### config.mk
export PLATFORM = sky130hd
export DESIGN_NAME = rgb_to_hsv_converter_unit_flat
export DESIGN_NICKNAME = d
export VERILOG_FILES = /design/src/rtl/rgb2hsv_pkg.sv /design/src/rtl/rgb2hsv_pix_if.sv /design/src/rtl/rgb2hsv_hsv_if.sv /design/src/rtl/rgb2hsv_prep.sv /design/src/rtl/rgb2hsv_div_stage.sv /design/src/rtl/rgb_to_hsv_converter_unit.sv /design/src/flat_wrapper.sv
export SDC_FILE = /design/constraint.sdc
export NUM_CORES = 2
export LEC_CHECK = 0
export ABC_AREA = 0
export BUFFER_PORTS_ARGS = -buffer_cell sky130_fd_sc_hd__buf_2
export CAP_MARGIN = 20
export CORE_ASPECT_RATIO = 0.9
export CORE_MARGIN = 5
export CORE_UTILIZATION = 57
export DETAILED_ROUTE_END_ITERATION = 8
export GPL_TIMING_DRIVEN = 1
export PLACE_DENSITY_LB_ADDON = 0.1
export SLEW_MARGIN = 20
export SYNTH_ARGS = -nofsm -noshare
export SYNTH_HDL_FRONTEND = slang
export SYNTH_SLANG_ARGS = --single-unit
export TNS_END_PERCENT = 20
### constraint.sdc
create_clock -name clk -period 5.96 [get_ports clk]
set_input_delay 0.596 -clock clk [delete_from_list [all_inputs] [get_ports clk]]
set_output_delay 0.596 -clock clk [all_outputs]
set_load 0.03 [all_outputs]
### src/rtl/rgb2hsv_pkg.sv
package rgb2hsv_pkg;

  // field widths
  localparam int CHAN_W = 8;
  localparam int HUE_W  = 16;
  localparam int SAT_W  = 17;

  // hue divisor is six times the chroma, three bits above a channel
  localparam int HDIV_W = CHAN_W + 3;

  localparam int DEF_FRACTION_BITS = 16;

  typedef logic [CHAN_W-1:0] chan_t;

  // which channel holds the maximum
  typedef enum logic [1:0] {
    SEL_RED,
    SEL_GREEN,
    SEL_BLUE
  } max_sel_t;

  // remainders and divisors carried down the divider pipeline
  typedef struct packed {
    logic [HDIV_W-1:0] rem_h;
    logic [HDIV_W-1:0] div_h;
    chan_t             rem_s;
    chan_t             div_s;
    chan_t             bright;
  } div_state_t;

endpackage

### src/rtl/rgb2hsv_pix_if.sv
interface rgb2hsv_pix_if;
  import rgb2hsv_pkg::*;

  logic  valid;
  logic  ready;
  chan_t red;
  chan_t green;
  chan_t blue;

  modport source (output valid, red, green, blue, input ready);
  modport sink   (input valid, red, green, blue, output ready);
endinterface

### src/rtl/rgb2hsv_hsv_if.sv
interface rgb2hsv_hsv_if;
  import rgb2hsv_pkg::*;

  logic             valid;
  logic             ready;
  logic [HUE_W-1:0] hue;
  logic [SAT_W-1:0] saturation;
  chan_t            brightness;

  modport source (output valid, hue, saturation, brightness, input ready);
  modport sink   (input valid, hue, saturation, brightness, output ready);
endinterface

### src/rtl/rgb2hsv_prep.sv
module rgb2hsv_prep (
  input  logic                    clk,
  input  logic                    rst_n,
  input  logic                    in_valid,
  output logic                    in_ready,
  input  rgb2hsv_pkg::chan_t      red,
  input  rgb2hsv_pkg::chan_t      green,
  input  rgb2hsv_pkg::chan_t      blue,
  output logic                    out_valid,
  input  logic                    out_ready,
  output rgb2hsv_pkg::div_state_t out_state,
  output logic                    out_sat_int
);
  import rgb2hsv_pkg::*;

  localparam int EXT_W = HDIV_W - CHAN_W;

  // stage a: max, min and winning channel
  logic     a_valid_r;
  chan_t    a_red_r, a_green_r, a_blue_r, a_max_r, a_min_r;
  max_sel_t a_sel_r;
  max_sel_t a_sel_nxt;
  chan_t    a_max_nxt, a_min_nxt;

  // stage b: divider seeds
  logic       b_valid_r;
  div_state_t b_state_r;
  logic       b_sat_int_r;
  div_state_t b_state_nxt;
  logic       b_sat_int_nxt;

  logic en_a, en_b;

  logic [CHAN_W-1:0] d;
  logic [HDIV_W-1:0] hd, d6, num;
  chan_t             div_s;

  // each stage moves when empty or when the next one moves
  assign en_b     = !b_valid_r || out_ready;
  assign en_a     = !a_valid_r || en_b;
  assign in_ready = en_a;

  // max channel with red then green winning ties
  always_comb begin
    if (red >= green && red >= blue) begin
      a_sel_nxt = SEL_RED;
      a_max_nxt = red;
    end else if (green >= blue) begin
      a_sel_nxt = SEL_GREEN;
      a_max_nxt = green;
    end else begin
      a_sel_nxt = SEL_BLUE;
      a_max_nxt = blue;
    end
    a_min_nxt = red;
    if (green < a_min_nxt) a_min_nxt = green;
    if (blue < a_min_nxt) a_min_nxt = blue;
  end

  always_ff @(posedge clk) begin
    if (!rst_n) begin
      a_valid_r <= 1'b0;
    end else if (en_a) begin
      a_valid_r <= in_valid;
    end
  end

  always_ff @(posedge clk) begin
    if (en_a) begin
      a_red_r   <= red;
      a_green_r <= green;
      a_blue_r  <= blue;
      a_max_r   <= a_max_nxt;
      a_min_r   <= a_min_nxt;
      a_sel_r   <= a_sel_nxt;
    end
  end

  // chroma, hue numerator below six chroma, and saturation integer bit
  assign d  = a_max_r - a_min_r;
  assign hd = {{EXT_W{1'b0}}, d};
  assign d6 = (hd << 2) + (hd << 1);

  always_comb begin
    unique case (a_sel_r)
      SEL_RED: begin
        if (a_green_r >= a_blue_r) begin
          num = {{EXT_W{1'b0}}, a_green_r - a_blue_r};
        end else begin
          num = d6 - {{EXT_W{1'b0}}, a_blue_r - a_green_r};
        end
      end
      SEL_GREEN: begin
        num = (hd << 1) + {{EXT_W{1'b0}}, a_blue_r} - {{EXT_W{1'b0}}, a_red_r};
      end
      SEL_BLUE: begin
        num = (hd << 2) + {{EXT_W{1'b0}}, a_red_r} - {{EXT_W{1'b0}}, a_green_r};
      end
      default: begin
        num = '0;
      end
    endcase
  end

  // a zero divisor becomes one so black and grey pixels give zero
  assign div_s = (a_max_r == '0) ? chan_t'(1) : a_max_r;

  always_comb begin
    b_sat_int_nxt      = (d >= div_s);
    b_state_nxt.rem_h  = num;
    b_state_nxt.div_h  = (d == '0) ? HDIV_W'(1) : d6;
    b_state_nxt.div_s  = div_s;
    b_state_nxt.rem_s  = b_sat_int_nxt ? (d - div_s) : d;
    b_state_nxt.bright = a_max_r;
  end

  always_ff @(posedge clk) begin
    if (!rst_n) begin
      b_valid_r <= 1'b0;
    end else if (en_b) begin
      b_valid_r <= a_valid_r;
    end
  end

  always_ff @(posedge clk) begin
    if (en_b) begin
      b_state_r   <= b_state_nxt;
      b_sat_int_r <= b_sat_int_nxt;
    end
  end

  assign out_valid   = b_valid_r;
  assign out_state   = b_state_r;
  assign out_sat_int = b_sat_int_r;

endmodule

### src/rtl/rgb2hsv_div_stage.sv
module rgb2hsv_div_stage #(
  parameter int FB = rgb2hsv_pkg::DEF_FRACTION_BITS
) (
  input  logic                    clk,
  input  logic                    rst_n,
  input  logic                    in_valid,
  output logic                    in_ready,
  input  rgb2hsv_pkg::div_state_t in_state,
  input  logic [FB-1:0]           in_q_hue,
  input  logic [FB:0]             in_q_sat,
  output logic                    out_valid,
  input  logic                    out_ready,
  output rgb2hsv_pkg::div_state_t out_state,
  output logic [FB-1:0]           out_q_hue,
  output logic [FB:0]             out_q_sat
);
  import rgb2hsv_pkg::*;

  logic              valid_r;
  div_state_t        state_r, state_nxt;
  logic [FB-1:0]     q_hue_r, q_hue_nxt;
  logic [FB:0]       q_sat_r, q_sat_nxt;
  logic              en;

  logic [HDIV_W:0]   th, dh;
  logic [CHAN_W:0]   ts, ds;
  logic              hbit, sbit;

  assign en       = !valid_r || out_ready;
  assign in_ready = en;

  // one restoring step for each quotient
  assign th   = {in_state.rem_h, 1'b0};
  assign dh   = th - {1'b0, in_state.div_h};
  assign hbit = (th >= {1'b0, in_state.div_h});
  assign ts   = {in_state.rem_s, 1'b0};
  assign ds   = ts - {1'b0, in_state.div_s};
  assign sbit = (ts >= {1'b0, in_state.div_s});

  always_comb begin
    state_nxt       = in_state;
    state_nxt.rem_h = hbit ? dh[HDIV_W-1:0] : th[HDIV_W-1:0];
    state_nxt.rem_s = sbit ? ds[CHAN_W-1:0] : ts[CHAN_W-1:0];
    q_hue_nxt       = {in_q_hue[FB-2:0], hbit};
    q_sat_nxt       = {in_q_sat[FB-1:0], sbit};
  end

  always_ff @(posedge clk) begin
    if (!rst_n) begin
      valid_r <= 1'b0;
    end else if (en) begin
      valid_r <= in_valid;
    end
  end

  always_ff @(posedge clk) begin
    if (en) begin
      state_r <= state_nxt;
      q_hue_r <= q_hue_nxt;
      q_sat_r <= q_sat_nxt;
    end
  end

  assign out_valid = valid_r;
  assign out_state = state_r;
  assign out_q_hue = q_hue_r;
  assign out_q_sat = q_sat_r;

endmodule

### src/rtl/rgb_to_hsv_converter_unit.sv
// each input beat passes prep stages a and b, then the divider stages, to the result
// throughput: one pixel per cycle, sustained, with no stall from the output side
// the pipeline depth is set by the dividers, one quotient bit per stage
// a held result stalls only the stages behind it; empty stages still fill
// reset (synchronous, active low) clears every stage valid bit; data is not reset
module rgb_to_hsv_converter_unit #(
  parameter int FRACTION_BITS = rgb2hsv_pkg::DEF_FRACTION_BITS
) (
  input  logic                 clk,
  input  logic                 rst_n,
  rgb2hsv_pix_if.sink          in_pix,
  rgb2hsv_hsv_if.source        out_hsv
);
  import rgb2hsv_pkg::*;

  localparam int NSTG = FRACTION_BITS + 1;

  logic                   stg_valid [NSTG];
  logic                   stg_ready [NSTG];
  div_state_t             stg_state [NSTG];
  logic [FRACTION_BITS-1:0] stg_q_hue [NSTG];
  logic [FRACTION_BITS:0]   stg_q_sat [NSTG];

  logic                               sat_int;
  logic [HUE_W+FRACTION_BITS-1:0]     hue_ext;
  logic [SAT_W+FRACTION_BITS:0]       sat_ext;

  // max, min and divider seeds
  rgb2hsv_prep u_prep (
    .clk         (clk),
    .rst_n       (rst_n),
    .in_valid    (in_pix.valid),
    .in_ready    (in_pix.ready),
    .red         (in_pix.red),
    .green       (in_pix.green),
    .blue        (in_pix.blue),
    .out_valid   (stg_valid[0]),
    .out_ready   (stg_ready[0]),
    .out_state   (stg_state[0]),
    .out_sat_int (sat_int)
  );

  assign stg_q_hue[0] = '0;
  assign stg_q_sat[0] = {{FRACTION_BITS{1'b0}}, sat_int};

  // divider pipeline, one bit of both quotients per stage
  for (genvar k = 0; k < FRACTION_BITS; k++) begin : g_div
    rgb2hsv_div_stage #(
      .FB (FRACTION_BITS)
    ) u_stage (
      .clk       (clk),
      .rst_n     (rst_n),
      .in_valid  (stg_valid[k]),
      .in_ready  (stg_ready[k]),
      .in_state  (stg_state[k]),
      .in_q_hue  (stg_q_hue[k]),
      .in_q_sat  (stg_q_sat[k]),
      .out_valid (stg_valid[k+1]),
      .out_ready (stg_ready[k+1]),
      .out_state (stg_state[k+1]),
      .out_q_hue (stg_q_hue[k+1]),
      .out_q_sat (stg_q_sat[k+1])
    );
  end

  // last stage register drives the result beat; quotients fit or are cut to field width
  assign hue_ext = {{HUE_W{1'b0}}, stg_q_hue[FRACTION_BITS]};
  assign sat_ext = {{SAT_W{1'b0}}, stg_q_sat[FRACTION_BITS]};

  assign out_hsv.valid      = stg_valid[FRACTION_BITS];
  assign stg_ready[FRACTION_BITS] = out_hsv.ready;
  assign out_hsv.hue        = hue_ext[HUE_W-1:0];
  assign out_hsv.saturation = sat_ext[SAT_W-1:0];
  assign out_hsv.brightness = stg_state[FRACTION_BITS].bright;

endmodule

### src/flat_wrapper.sv
// flat-port wrapper written by rule: the top's interface ports become plain ports
module rgb_to_hsv_converter_unit_flat import rgb2hsv_pkg::*;
#(
  parameter int FRACTION_BITS = rgb2hsv_pkg::DEF_FRACTION_BITS
)
  (clk, rst_n, in_pix_valid, in_pix_red, in_pix_green, in_pix_blue, in_pix_ready, out_hsv_valid, out_hsv_hue, out_hsv_saturation, out_hsv_brightness, out_hsv_ready);
  rgb2hsv_pix_if in_pix_i ();
  rgb2hsv_hsv_if out_hsv_i ();
  input  logic clk;
  input  logic rst_n;
  input wire logic [$bits(in_pix_i.valid)-1:0] in_pix_valid;
  input wire logic [$bits(in_pix_i.red)-1:0] in_pix_red;
  input wire logic [$bits(in_pix_i.green)-1:0] in_pix_green;
  input wire logic [$bits(in_pix_i.blue)-1:0] in_pix_blue;
  output wire logic [$bits(in_pix_i.ready)-1:0] in_pix_ready;
  output wire logic [$bits(out_hsv_i.valid)-1:0] out_hsv_valid;
  output wire logic [$bits(out_hsv_i.hue)-1:0] out_hsv_hue;
  output wire logic [$bits(out_hsv_i.saturation)-1:0] out_hsv_saturation;
  output wire logic [$bits(out_hsv_i.brightness)-1:0] out_hsv_brightness;
  input wire logic [$bits(out_hsv_i.ready)-1:0] out_hsv_ready;
  assign in_pix_i.valid = in_pix_valid;
  assign in_pix_i.red = in_pix_red;
  assign in_pix_i.green = in_pix_green;
  assign in_pix_i.blue = in_pix_blue;
  assign in_pix_ready = in_pix_i.ready;
  assign out_hsv_valid = out_hsv_i.valid;
  assign out_hsv_hue = out_hsv_i.hue;
  assign out_hsv_saturation = out_hsv_i.saturation;
  assign out_hsv_brightness = out_hsv_i.brightness;
  assign out_hsv_i.ready = out_hsv_ready;
  rgb_to_hsv_converter_unit #(.FRACTION_BITS(FRACTION_BITS)) u_core (.clk(clk), .rst_n(rst_n), .in_pix(in_pix_i), .out_hsv(out_hsv_i));
endmodule
==> flow_summary.ini <==
[final_layout]
final_cells = 5630
fin_util_pct = 63.70
drive_gt1_share_pct = 11.35
multi_input_area_sq_um = 18610
fill_cells = 7001
nets = 4779
final_area_sq_um = 59310
n_antenna_cell = 0
regArea_sq_um = 32640
areaGrowthSynthToFinish_pct = 10.53

[detailed_routing]
drtAntennaViolNets = 0
vias = 30215
routed_wl_mm = 93.84
wl_met3_mm = 3.942
avgRoutedWirePerCell_um = 16.67
drt_iter0_markers = 1729
dr.max_layer_used = met4
firstDrtPassIters = 7
drcViolationCount = 0
wl_met1_mm = 44.70
avgViaCountPerCell = 5.367
route.met2.wl_mm = 43.10

[timing]
rsz0062_at_grt = false
setup_viol = 0
max_freq_mhz = 210.6
final.setup.worst_slack_ns = 1.213
period_minus_slack_ns = 4.747
whs_ns = 0.1346
relSlewSlack_pct = 29.68
fin_setup_tns_ns = 0
fin_skew_ns = 0.04952
slew_violations = 0
tightest_slew_ns = 1.055
finalCritPeriodShare_pct = 79.66
finalHoldViolCount = 0

[synthesis]
synth_cells = 4119
async_reset_ff_share_pct = 0
yosysSeqAreaShare_pct = 60.83
syn_area_sq_um = 53660
ys.flop_type = edfxtp_1
ys_types = 80
ys.warnings.count = 0
yosys-top-cells-count = edfxtp_1, inv_1, ha_1
synth-edff-count = 1075
synth_area_leaders = edfxtp_1, ha_1, inv_1, mux2_2, nor2_1
synth_top_area_share_pct = 60.16
synth_top_cell_by_area = edfxtp_1
syn-num-nets = 4598
synth_seq_cells = 1093
avgSynthCellArea_sq_um = 13.03
synth_most_common_cell = edfxtp_1

[floorplanning]
dieArea_sq_um = 100400
die_h_um = 301.1
boundaryPins = 71
core_sq_um = 93100
start_util_pct = 57.64
rows = 106
die_w_um = 333.4

[place]
dp_slack_ns = 1.219
hpwl_mm = 68.63
dp_cells = 5430
io_buffers = 70
placed_cell_area_sq_um = 55700
finalWeightedCongestion = 0.9005

[global_route]
grt_max_degree = 76
overflow = 0
antenna_found_initial = 0
grt_pass1_wl_mm = 154.0
grt_pass1_vias = 29803
grtUsageTotal_pct = 18.85

[power]
peakVddDrop_uv = 320.9
p_leak_nw = 24.27
power.density_nw_per_um2 = 625.6
fin_total_pwr_mw = 37.10

[min_path]
hp-start = in_pix_valid
hold_path.class = primary input to flop

[cts]
clockBufferDepth = 3
ctsResizeCount = 0
cts_num_sinks = 1093
postCtsSetupBuffers = 0
h-tree-depth = 3
ctsHoldBuffers = 0
cts_root_buf = clkbuf_16
path_clk_slew_ns = 0.06
cts_tree = built
worstSkewPairLatency_ns = 0.70
cts_buffers = 109

[critical_path]
required_ns = 5.36
startpoint = u_core.g_div[15].u_stage.out_valid$_SDFFE_PN0P_
critical_path_class = flop to output pin
end_kind = output pin
start_kind = flop
crit_arrival_ns = 4.15
worstPathMaxFanout = 43
r2r_start = u_core.u_prep.a_max_r[1]$_DFFE_PP_

[run_status]
status = finished clean

[flow_run]
drv_cap = 0
-- layer usage --
layer | global-route usage (%) | up-vias
li1 | - | 15127
met1 | 27.14 | 14426
met2 | 30.41 | 510
met3 | 3.014 | 152
met4 | 4.796 | 0
met5 | 0 | -
-- cell usage in the layout, fill, tap and decap left out, drive strengths merged, types with 45 or more instances in the layout --
cell and count:
mux2i 70, o21ai 209, xor2 48, nor3 45
clkinv 46, nor2b 94, fa 51, inv 615
xnor2 91, nor2 329, buf 103, nand4 54
nand2b 47, a21oi 120, clkbuf 134, edfxtp 1075
nand2 177, nand3 55, mux2 199, ha 400
a21boi 108
-- power by group --
part / switching, mW / internal, mW / leakage (nW) / total (mW)
Clock: 2.85 / 3.90 / 1.71 / 6.74
Combinational: 8.81 / 7.53 / 11.2 / 16.3
Sequential: 1.37 / 12.6 / 11.3 / 14.0
Total: 13.0 / 24.1 / 24.3 / 37.1
-- path summary, 6_finish.rpt --
kind	end	slack [ns]	cells past startpoint
setup reg to reg	u_core.u_prep.out_state[44]$_DFFE_PP_	1.26	17
setup / recovery	in_pix_ready	1.21	11
hold / removal	u_core.u_prep.a_valid_r$_SDFFE_PN0P_	0.13	3
hold reg to reg	u_core.g_div[1].u_stage.out_state[1]$_DFFE_PP_	0.38	0
-- worst max-delay path, cell delays in order, from the launching register on --
cell	delay, ns
dfxtp_1	0.32
nor2b_1	0.24
and2_1	0.38
clkinvlp_4	0.41
nor2_1	0.41
and2_1	0.24
and4_1	0.32
and3_1	0.24
and2_1	0.22
nand2_2	0.07
buf_4	0.28
buf_2	0.27
-- registers in the layout, summed over array words and instances, names as in the netlist --
name / cells
u_core.u_prep.a_red_r: 8
u_core.u_prep.a_green_r: 8
u_core.u_prep.a_valid_r: 1
u_core.u_prep.a_blue_r: 8
u_core.g_div.u_stage.out_valid: 16
u_core.u_prep.a_max_r: 8
u_core.g_div.u_stage.out_q_sat: 152
u_core.u_prep.out_sat_int: 1
u_core.u_prep.a_sel_r: 2
u_core.u_prep.a_min_r: 8
u_core.g_div.u_stage.out_state: 698
u_core.u_prep.out_state: 46
u_core.u_prep.out_valid: 1
u_core.g_div.u_stage.out_q_hue: 136
-- cell families after synthesis --
| family | Yosys count | share of synthesized area, % |
|---|---|---|
| AOI/OAI and AO/OA | 642 | 7.795 |
| muxes | 269 | 5.482 |
| and+or+nand+nor | 876 | 7.722 |
| DFF | 1093 | 60.83 |
| buffers and inverters | 649 | 4.598 |
| xor gates and xnor gates | 139 | 2.346 |
| adders and majority gates | 451 | 11.23 |
-- cell type report --
| cell class | count | area share [%] |
|---|---|---|
| multi-input combinational | 2377 | 31.37 |
| inverter | 616 | 3.909 |
| clock inverter | 65 | 1.266 |
| tap | 1242 | 2.620 |
| sequential | 1093 | 55.03 |
| timing repair buffer | 103 | 1.042 |
| clock buffer | 134 | 4.757 |
(Power assumes the default switching activity.)
